===== src/rtl/glyph_alpha_pixel_compositor_macros.svh =====
// Assertion macros used by the compositor RTL.
`ifndef GLYPH_ALPHA_PIXEL_COMPOSITOR_MACROS_SVH
`define GLYPH_ALPHA_PIXEL_COMPOSITOR_MACROS_SVH
`ifndef SYNTHESIS
`define GAPC_ASSERT(lbl, clk, rst, cond, msg) \
  lbl: assert property (@(posedge clk) disable iff (rst) (cond)) else $error(msg);
`define GAPC_ASSERT_NEXT(lbl, clk, rst, ante, cons, msg) \
  lbl: assert property (@(posedge clk) disable iff (rst) (ante) |=> (cons)) else $error(msg);
`else
`define GAPC_ASSERT(lbl, clk, rst, cond, msg)
`define GAPC_ASSERT_NEXT(lbl, clk, rst, ante, cons, msg)
`endif
`endif


===== src/rtl/gapc_pkg.sv =====
package gapc_pkg;

  localparam int CH_W      = 8;
  localparam int NUM_CH    = 3;
  localparam int PIX_W     = 32;
  localparam int COORD_W   = 16;
  localparam int CLIP_W    = 15;
  localparam int ALPHA_W   = 8;
  localparam int PROD_W    = 2 * CH_W;
  localparam int CFG_IDX_W = 3;
  localparam int IN_W      = 2 * COORD_W + ALPHA_W + PIX_W;

  localparam logic [ALPHA_W-1:0] ALPHA_EMPTY = 8'h00;
  localparam logic [ALPHA_W-1:0] ALPHA_FULL  = 8'hFF;
  localparam logic [CH_W-1:0]    TOP_BYTE    = 8'hFF;

  localparam logic MODE_OPAQUE      = 1'b0;
  localparam logic MODE_TRANSPARENT = 1'b1;

  typedef enum logic [CFG_IDX_W-1:0] {
    REG_FG_COLOR    = 3'd0,
    REG_BG_COLOR    = 3'd1,
    REG_BLEND_MODE  = 3'd2,
    REG_CLIP_LEFT   = 3'd3,
    REG_CLIP_TOP    = 3'd4,
    REG_CLIP_RIGHT  = 3'd5,
    REG_CLIP_BOTTOM = 3'd6
  } cfg_reg_t;

  typedef enum logic [1:0] {
    PIX_SKIP,
    PIX_BG,
    PIX_FG,
    PIX_MIX
  } pix_kind_t;

  typedef struct packed {
    logic [PIX_W-1:0]  fg_color;
    logic [PIX_W-1:0]  bg_color;
    logic              blend_mode;
    logic [CLIP_W-1:0] clip_left;
    logic [CLIP_W-1:0] clip_top;
    logic [CLIP_W-1:0] clip_right;
    logic [CLIP_W-1:0] clip_bottom;
  } cfg_t;

  typedef struct packed {
    logic s2;
    logic s3;
    logic s4;
  } stage_en_t;

endpackage


===== src/rtl/glyph_alpha_pixel_compositor.sv =====
// Glyph alpha compositor: each input item is one glyph coverage pixel with its
// screen position, coverage and the framebuffer pixel now at that spot; each
// item yields exactly one result item, in order, saying whether to write the
// pixel (tuser) and with which word (tdata, zero when nothing is written).
// The datapath is a four-stage pipeline (clip and classify, channel multiply,
// channel sum, divide by 255 and select); a new item is accepted every cycle
// unless the pipeline is stalled; the output handshake alone stalls the
// pipeline, and empty stages fill up before the input stops. Registers are
// written through the cfg channel, which is always ready, and should be
// changed only while the pipeline is empty.
`include "glyph_alpha_pixel_compositor_macros.svh"

module glyph_alpha_pixel_compositor
  import gapc_pkg::*;
(
  input  logic                 clk,
  input  logic                 rst,
  input  logic                 s_tvalid,
  output logic                 s_tready,
  // pixel_x[15:0], pixel_y[31:16], alpha[39:32], dst_pixel[71:40]
  input  logic [IN_W-1:0]      s_tdata,
  output logic                 m_tvalid,
  input  logic                 m_tready,
  // out_pixel[31:0]
  output logic [PIX_W-1:0]     m_tdata,
  // write_enable[0]
  output logic [0:0]           m_tuser,
  input  logic                 cfg_valid,
  output logic                 cfg_ready,
  input  logic [CFG_IDX_W-1:0] cfg_index,
  input  logic [PIX_W-1:0]     cfg_data
);

  cfg_t               cfg;
  stage_en_t          en;
  logic               en1;
  logic               v1, v2, v3, v4;
  pix_kind_t          kind1, kind2, kind3, kind4;
  logic [ALPHA_W-1:0] alpha1;
  logic [PIX_W-1:0]   base1;
  logic [PIX_W-1:0]   mix;

  assign cfg_ready = 1'b1;

  always_ff @(posedge clk) begin
    if (rst) begin
      cfg.fg_color    <= '1;
      cfg.bg_color    <= '0;
      cfg.blend_mode  <= MODE_OPAQUE;
      cfg.clip_left   <= '0;
      cfg.clip_top    <= '0;
      cfg.clip_right  <= '0;
      cfg.clip_bottom <= '0;
    end else if (cfg_valid && cfg_ready) begin
      case (cfg_reg_t'(cfg_index))
        REG_FG_COLOR:    cfg.fg_color    <= cfg_data;
        REG_BG_COLOR:    cfg.bg_color    <= cfg_data;
        REG_BLEND_MODE:  cfg.blend_mode  <= cfg_data[0];
        REG_CLIP_LEFT:   cfg.clip_left   <= cfg_data[CLIP_W-1:0];
        REG_CLIP_TOP:    cfg.clip_top    <= cfg_data[CLIP_W-1:0];
        REG_CLIP_RIGHT:  cfg.clip_right  <= cfg_data[CLIP_W-1:0];
        REG_CLIP_BOTTOM: cfg.clip_bottom <= cfg_data[CLIP_W-1:0];
        default: begin
        end
      endcase
    end
  end

  assign en.s4    = !v4 || m_tready;
  assign en.s3    = !v3 || en.s4;
  assign en.s2    = !v2 || en.s3;
  assign en1      = !v1 || en.s2;
  assign s_tready = en1;

  always_ff @(posedge clk) begin
    if (rst) begin
      v1 <= 1'b0;
      v2 <= 1'b0;
      v3 <= 1'b0;
      v4 <= 1'b0;
    end else begin
      if (en1) begin
        v1 <= s_tvalid;
      end
      if (en.s2) begin
        v2 <= v1;
      end
      if (en.s3) begin
        v3 <= v2;
      end
      if (en.s4) begin
        v4 <= v3;
      end
    end
  end

  always_ff @(posedge clk) begin
    if (en.s2) begin
      kind2 <= kind1;
    end
    if (en.s3) begin
      kind3 <= kind2;
    end
    if (en.s4) begin
      kind4 <= kind3;
    end
  end

  gapc_decode u_decode (
    .clk       (clk),
    .en        (en1),
    .cfg       (cfg),
    .pixel_x   ($signed(s_tdata[COORD_W-1:0])),
    .pixel_y   ($signed(s_tdata[2*COORD_W-1:COORD_W])),
    .alpha     (s_tdata[2*COORD_W +: ALPHA_W]),
    .dst_pixel (s_tdata[IN_W-1 -: PIX_W]),
    .kind      (kind1),
    .alpha_q   (alpha1),
    .base      (base1)
  );

  gapc_blend u_blend (
    .clk      (clk),
    .en       (en),
    .fg_color (cfg.fg_color),
    .base     (base1),
    .alpha    (alpha1),
    .mix      (mix)
  );

  assign m_tvalid   = v4;
  assign m_tuser[0] = (kind4 != PIX_SKIP);

  always_comb begin
    case (kind4)
      PIX_BG:  m_tdata = cfg.bg_color;
      PIX_FG:  m_tdata = cfg.fg_color;
      PIX_MIX: m_tdata = mix;
      default: m_tdata = '0;
    endcase
  end

  `GAPC_ASSERT(a_full_stalls_input, clk, rst, (v1 && v2 && v3 && v4 && !m_tready) |-> !s_tready, "full pipeline did not stall input")
  `GAPC_ASSERT_NEXT(a_accept_lands, clk, rst, s_tvalid && s_tready, v1, "accepted item lost at stage one")
  `GAPC_ASSERT_NEXT(a_stage3_holds, clk, rst, v3 && !en.s3, v3 && $stable(kind3), "stalled stage three changed")
  `GAPC_ASSERT(a_mix_top_byte, clk, rst, (v4 && kind4 == PIX_MIX) |-> (m_tdata[PIX_W-1 -: CH_W] == TOP_BYTE), "blended word lacks opaque top byte")

endmodule


===== src/rtl/gapc_decode.sv =====
module gapc_decode
  import gapc_pkg::*;
(
  input  logic                      clk,
  input  logic                      en,
  input  cfg_t                      cfg,
  input  logic signed [COORD_W-1:0] pixel_x,
  input  logic signed [COORD_W-1:0] pixel_y,
  input  logic [ALPHA_W-1:0]        alpha,
  input  logic [PIX_W-1:0]          dst_pixel,
  output pix_kind_t                 kind,
  output logic [ALPHA_W-1:0]        alpha_q,
  output logic [PIX_W-1:0]          base
);

  logic      in_clip;
  pix_kind_t kind_next;

  always_comb begin
    in_clip = (pixel_x >= $signed({1'b0, cfg.clip_left}))  &&
              (pixel_x <  $signed({1'b0, cfg.clip_right})) &&
              (pixel_y >= $signed({1'b0, cfg.clip_top}))   &&
              (pixel_y <  $signed({1'b0, cfg.clip_bottom}));
    if (!in_clip) begin
      kind_next = PIX_SKIP;
    end else if (alpha == ALPHA_EMPTY) begin
      kind_next = (cfg.blend_mode == MODE_TRANSPARENT) ? PIX_SKIP : PIX_BG;
    end else if (alpha == ALPHA_FULL) begin
      kind_next = PIX_FG;
    end else begin
      kind_next = PIX_MIX;
    end
  end

  always_ff @(posedge clk) begin
    if (en) begin
      kind    <= kind_next;
      alpha_q <= alpha;
      base    <= (cfg.blend_mode == MODE_TRANSPARENT) ? dst_pixel : cfg.bg_color;
    end
  end

endmodule


===== src/rtl/gapc_blend.sv =====
module gapc_blend
  import gapc_pkg::*;
(
  input  logic               clk,
  input  stage_en_t          en,
  input  logic [PIX_W-1:0]   fg_color,
  input  logic [PIX_W-1:0]   base,
  input  logic [ALPHA_W-1:0] alpha,
  output logic [PIX_W-1:0]   mix
);

  logic [PROD_W-1:0] prod_f [NUM_CH];
  logic [PROD_W-1:0] prod_d [NUM_CH];
  logic [PROD_W-1:0] sum    [NUM_CH];
  logic [PROD_W:0]   rnd    [NUM_CH];
  logic [CH_W-1:0]   quot   [NUM_CH];
  logic [ALPHA_W-1:0] alpha_inv;

  assign alpha_inv = ALPHA_FULL - alpha;

  always_ff @(posedge clk) begin
    if (en.s2) begin
      for (int i = 0; i < NUM_CH; i++) begin
        prod_f[i] <= {{CH_W{1'b0}}, fg_color[i*CH_W +: CH_W]} * {{CH_W{1'b0}}, alpha};
        prod_d[i] <= {{CH_W{1'b0}}, base[i*CH_W +: CH_W]} * {{CH_W{1'b0}}, alpha_inv};
      end
    end
  end

  always_ff @(posedge clk) begin
    if (en.s3) begin
      for (int i = 0; i < NUM_CH; i++) begin
        sum[i] <= prod_f[i] + prod_d[i];
      end
    end
  end

  // Exact floor division by 255 for any sum up to 255 * 255.
  always_comb begin
    for (int i = 0; i < NUM_CH; i++) begin
      rnd[i]  = {1'b0, sum[i]} + {{(CH_W + 1){1'b0}}, sum[i][PROD_W-1:CH_W]}
                + {{PROD_W{1'b0}}, 1'b1};
      quot[i] = rnd[i][PROD_W-1:CH_W];
    end
  end

  always_ff @(posedge clk) begin
    if (en.s4) begin
      mix[PIX_W-1 -: CH_W] <= TOP_BYTE;
      for (int i = 0; i < NUM_CH; i++) begin
        mix[i*CH_W +: CH_W] <= quot[i];
      end
    end
  end

endmodule

===== config.mk =====
export PLATFORM = sky130hd
export DESIGN_NAME = glyph_alpha_pixel_compositor
export DESIGN_NICKNAME = d
export VERILOG_FILES = /design/src/rtl/gapc_pkg.sv /design/src/rtl/glyph_alpha_pixel_compositor.sv /design/src/rtl/gapc_decode.sv /design/src/rtl/gapc_blend.sv
export VERILOG_INCLUDE_DIRS = /design/src /design/src/rtl
export SDC_FILE = /design/constraint.sdc
export NUM_CORES = 1
export LEC_CHECK = 0
export BUFFER_PORTS_ARGS = -buffer_cell sky130_fd_sc_hd__clkbuf_2
export CAP_MARGIN = 20
export CORE_MARGIN = 2
export CORE_UTILIZATION = 50
export CTS_CLUSTER_SIZE = 40
export DETAILED_ROUTE_END_ITERATION = 12
export GPL_ROUTABILITY_DRIVEN = 1
export PLACE_DENSITY = 0.72
export SYNTH_ARGS = -nofsm -noshare
export SYNTH_HDL_FRONTEND = slang
export SYNTH_SLANG_ARGS = --single-unit

===== constraint.sdc =====
create_clock -name clk -period 6 [get_ports clk]
set_input_delay 0.3 -clock clk [delete_from_list [all_inputs] [get_ports clk]]
set_output_delay 0.3 -clock clk [all_outputs]
set_load 0.01 [all_outputs]

==> flow_metrics.env <==
export IMPL_status="completed"
export IMPL_yosysSeqAreaShare_pct=30.5
export IMPL_top_layer="met5"
export IMPL_synth_edff_count=208
export IMPL_clk_root_buffer_cell="clkbuf_16"
export IMPL_required_ps=6290
export IMPL_power_mw=11.0
export IMPL_rsz0062_at_grt="no"
export IMPL_power_switching_mw=4.17
export IMPL_cpMostUsedCell="fa_1"
export IMPL_slowest_stage="edfxtp_1"
export IMPL_max_freq_mhz=191
export IMPL_clockPowerShare_pct=22.2
export IMPL_cts_sinks=337
export IMPL_ys_seq_elements=337
export IMPL_critPathMaxFanout=18
export IMPL_drc=0
export IMPL_min_period_over_period_pct=87.3
export IMPL_p_sw_share_pct=37.9
export IMPL_die_h_microns=245
export IMPL_wl_met2_mm=32.4
export IMPL_die_w_microns=245
export IMPL_synthCells=3020
export IMPL_synthesis_area_sq_mm=0.0290
export IMPL_nNetsFinal=3826
export IMPL_numCtsBuffers=40
export IMPL_place_gp_congestion=0.879
export IMPL_syn_mean_instance_area_sq_um=9.60
export IMPL_grt_pass1_vias=21700
export IMPL_start_util_pct=50.4
export IMPL_synth_main_ff_cell="edfxtp_1"
export IMPL_antenna_found_initial=5
export IMPL_path_class="reg2reg"
export IMPL_fp_dieArea_sq_mm=0.0599
export IMPL_period_minus_slack_ps=5240
export IMPL_vias=21700
export IMPL_finalClockSkew_ps=28.2
export IMPL_clock_latency_ps=580
export IMPL_post_cts_buffers=0
export IMPL_drive_above_1_share_pct=9.48
export IMPL_fill_cells=5068
export IMPL_globalRouteTotalUtil_pct=24.1
export IMPL_cellPowerDensity_mw_per_mm2=342
export IMPL_cts_tree="done"
export IMPL_slew_violations=0
export IMPL_syn_nets=3691
export IMPL_cts_resized=0
export IMPL_cts_htree_levels=2
export IMPL_cp_start_kind="register"
export IMPL_design_area_sq_mm=0.0321
export IMPL_rows=88
export IMPL_worstPathArrival_ps=5530
export IMPL_io_buffers=138
export IMPL_hp_class="in2reg"
export IMPL_p_leak_nw=14.6
export IMPL_cp_startpoint="u_decode.alpha_q[3]"
export IMPL_coreArea_sq_mm=0.0575
export IMPL_synth_distinct_cells=73
export IMPL_tns_ps=0
export IMPL_drtPass1Iterations=7
export IMPL_synth_top_cell_by_area="edfxtp_1"
export IMPL_routedWlPerCell_microns=17.9
export IMPL_pwr_share_seq_pct=31.9
export IMPL_path_clk_slew_ps=60
export IMPL_crit_chain="buf_4 > and2_1 > fa_1 > fa_1 > fa_1 > inv_1 > fa_1 > inv_1 > ha_1 > o21a_1 > a21boi_0 > o41ai_1 > o311ai_0"
export IMPL_max_cap_viol_count=0
export IMPL_worstMarginPinSlew_ps=1040
export IMPL_syn_to_final_growth_pct=10.8
export IMPL_rr_startpoint="u_decode.alpha_q[3]"
export IMPL_grt_first_pass_wirelength_mm=114
export IMPL_dpl_hpwl_mm=52.4
export IMPL_setup_viol=0
export IMPL_peakVddDrop_mv=0.286
export IMPL_io_pins=148
export IMPL_hold_start="s_tdata[48]"
export IMPL_placed_area_sq_mm=0.0306
export IMPL_synth_top_area_share_pct=21.5
export IMPL_synth_async_reset_ratio_pct=0
export IMPL_synth_area_leaders="edfxtp_1, fa_1, ha_1"
export IMPL_grt_max_degree=76
export IMPL_yosys_warnings=0
export IMPL_hold_viol_final=0
export IMPL_routed_wl_mm=70.8
export IMPL_clk_path_buf_depth=3
export IMPL_drtAntennaViolNets=0
export IMPL_share_comb_of_total_power_pct=45.9
export IMPL_drtIter0Drc=1273
export IMPL_internal_power_mw=6.83
export IMPL_grt_ovfl_total=0
export IMPL_cp_end_kind="register"
export IMPL_max_stage_delay_ps=1000
export IMPL_wl_met1_mm=30.9
export IMPL_slew_headroom_pct=30.3
export IMPL_vias_per_cell=5.49
export IMPL_wl_met3_mm=4.64
timing repair:
item / 4_1_cts / 5_1_grt
hold endpoints to repair: 41 / 0
hold buffers: 26 / 0
endpoints found under the setup margin: 0 / 0
cell type report:
class / instances / area (sq um) / share of cell area [%]
Sequential cell: 337 / 8830 / 27.5
Multi-Input combinational cell: 2189 / 18300 / 57.0
Inverter: 389 / 1460 / 4.55
Clock buffer: 49 / 1080 / 3.35
Tap cell: 765 / 957 / 2.98
Clock inverter: 25 / 216 / 0.674
Antenna cell: 3 / 7.51 / 0.0234
Timing Repair Buffer: 198 / 1250 / 3.89
cell usage after synthesis (all sizes together), types with 59 or more instances:
master  number
ha         340
inv        389
nor2       110
a21oi      189
dfxtp      129
o21ai       59
nor2b      177
xnor2       81
nand2      337
fa         219
clkbuf      97
and2       164
edfxtp     208
cells in the final DEF (no fill, tap or decap), types with 9 or more instances in the layout:
cell type,n
a2111oi_0,9
a211oi_1,29
a21o_1,22
a21oi_1,189
a22o_1,25
a31oi_1,10
and2_1,164
and3_1,16
buf_4,31
clkbuf_16,42
clkbuf_2,137
clkinv_1,11
dfxtp_1,129
dlygate4sd3_1,26
edfxtp_1,208
fa_1,219
ha_1,340
inv_1,388
mux2_2,48
nand2_1,335
nand2b_1,57
nand3_1,36
nand3b_1,33
nand4_1,18
nor2_1,109
nor2b_1,176
nor3_1,45
nor4_1,15
o211ai_1,9
o21a_1,12
o21ai_0,46
o21ai_1,13
xnor2_1,81
xor2_1,29
per-stage QoR:
step           util (%)  hold WS, ps  std cells  setup WS (ps)
3_5_place_dp       53.2          405       3852            731
4_1_cts            55.9         5.18       3952            726
3_3_place_gp       53.1          401       3851            837
5_1_grt            55.9         20.9       3955            510
6_report           55.9         31.5       3955            761
2_1_floorplan         -          399       3020           1280
worst paths after layout:
kind                           end  slack [ps]  depth (start not counted)
max          u_blend.prod_f[0][29]         760                         13
min               u_decode.base[8]          30                          2
max reg2reg  u_blend.prod_f[0][29]         760                         13
min reg2reg               kind3[1]         420                          0
cells by family (layout without fill, tap and decap cells):
kind of cell / after synthesis / after routing / share of synthesized area (%)
AOI/OAI and AO/OA: 431 / 431 / 9.52
xor gates and xnor gates: 110 / 110 / 3.32
adders and majority gates: 559 / 559 / 29.8
buffers and inverters: 494 / 661 / 6.41
DFF: 337 / 337 / 30.5
muxes: 51 / 51 / 1.97
other: 1 / 4 / 0.0129
and+or+nand+nor: 1037 / 1037 / 18.5
state kept, by name (all words and copies together) (netlist names), 8 cells and up:
| name | flops |
|---|---|
| u_blend.prod_d | 48 |
| u_blend.sum | 48 |
| cfg | 125 |
| u_blend.mix | 24 |
| u_decode.alpha_q | 8 |
| u_decode.base | 24 |
| u_blend.prod_f | 48 |
worst max-delay path, delay by kind of cell (launching register included):
kind | cells | cell delay [ps]
adder cells (fa/ha/maj) | 5 | 2230
AO/OA/AOI/OAI | 4 | 1160
flip-flops | 1 | 1000
buffers and inverters | 3 | 390
AND/OR/NAND/NOR | 1 | 160
power by group through the flow:
stage | sequential [mW] | clock [mW] | combinational [mW]
3_3_place_gp | 3.55 | 0 | 4.89
6_report | 3.51 | 2.44 | 5.05
5_1_grt | 3.55 | 2.57 | 5.72
3_5_place_dp | 3.55 | 0 | 4.96
2_1_floorplan | 3.41 | 0 | 3.87
4_1_cts | 3.51 | 2.48 | 5.03
metal layers:
layer / global-route usage, % / up-vias
met1: 32.1 / 10600
li1: - / 10400
met3: 4.55 / 134
met4: 9.58 / 2
met5: 0 / -
met2: 38.8 / 532
(Power assumes the default switching activity.)
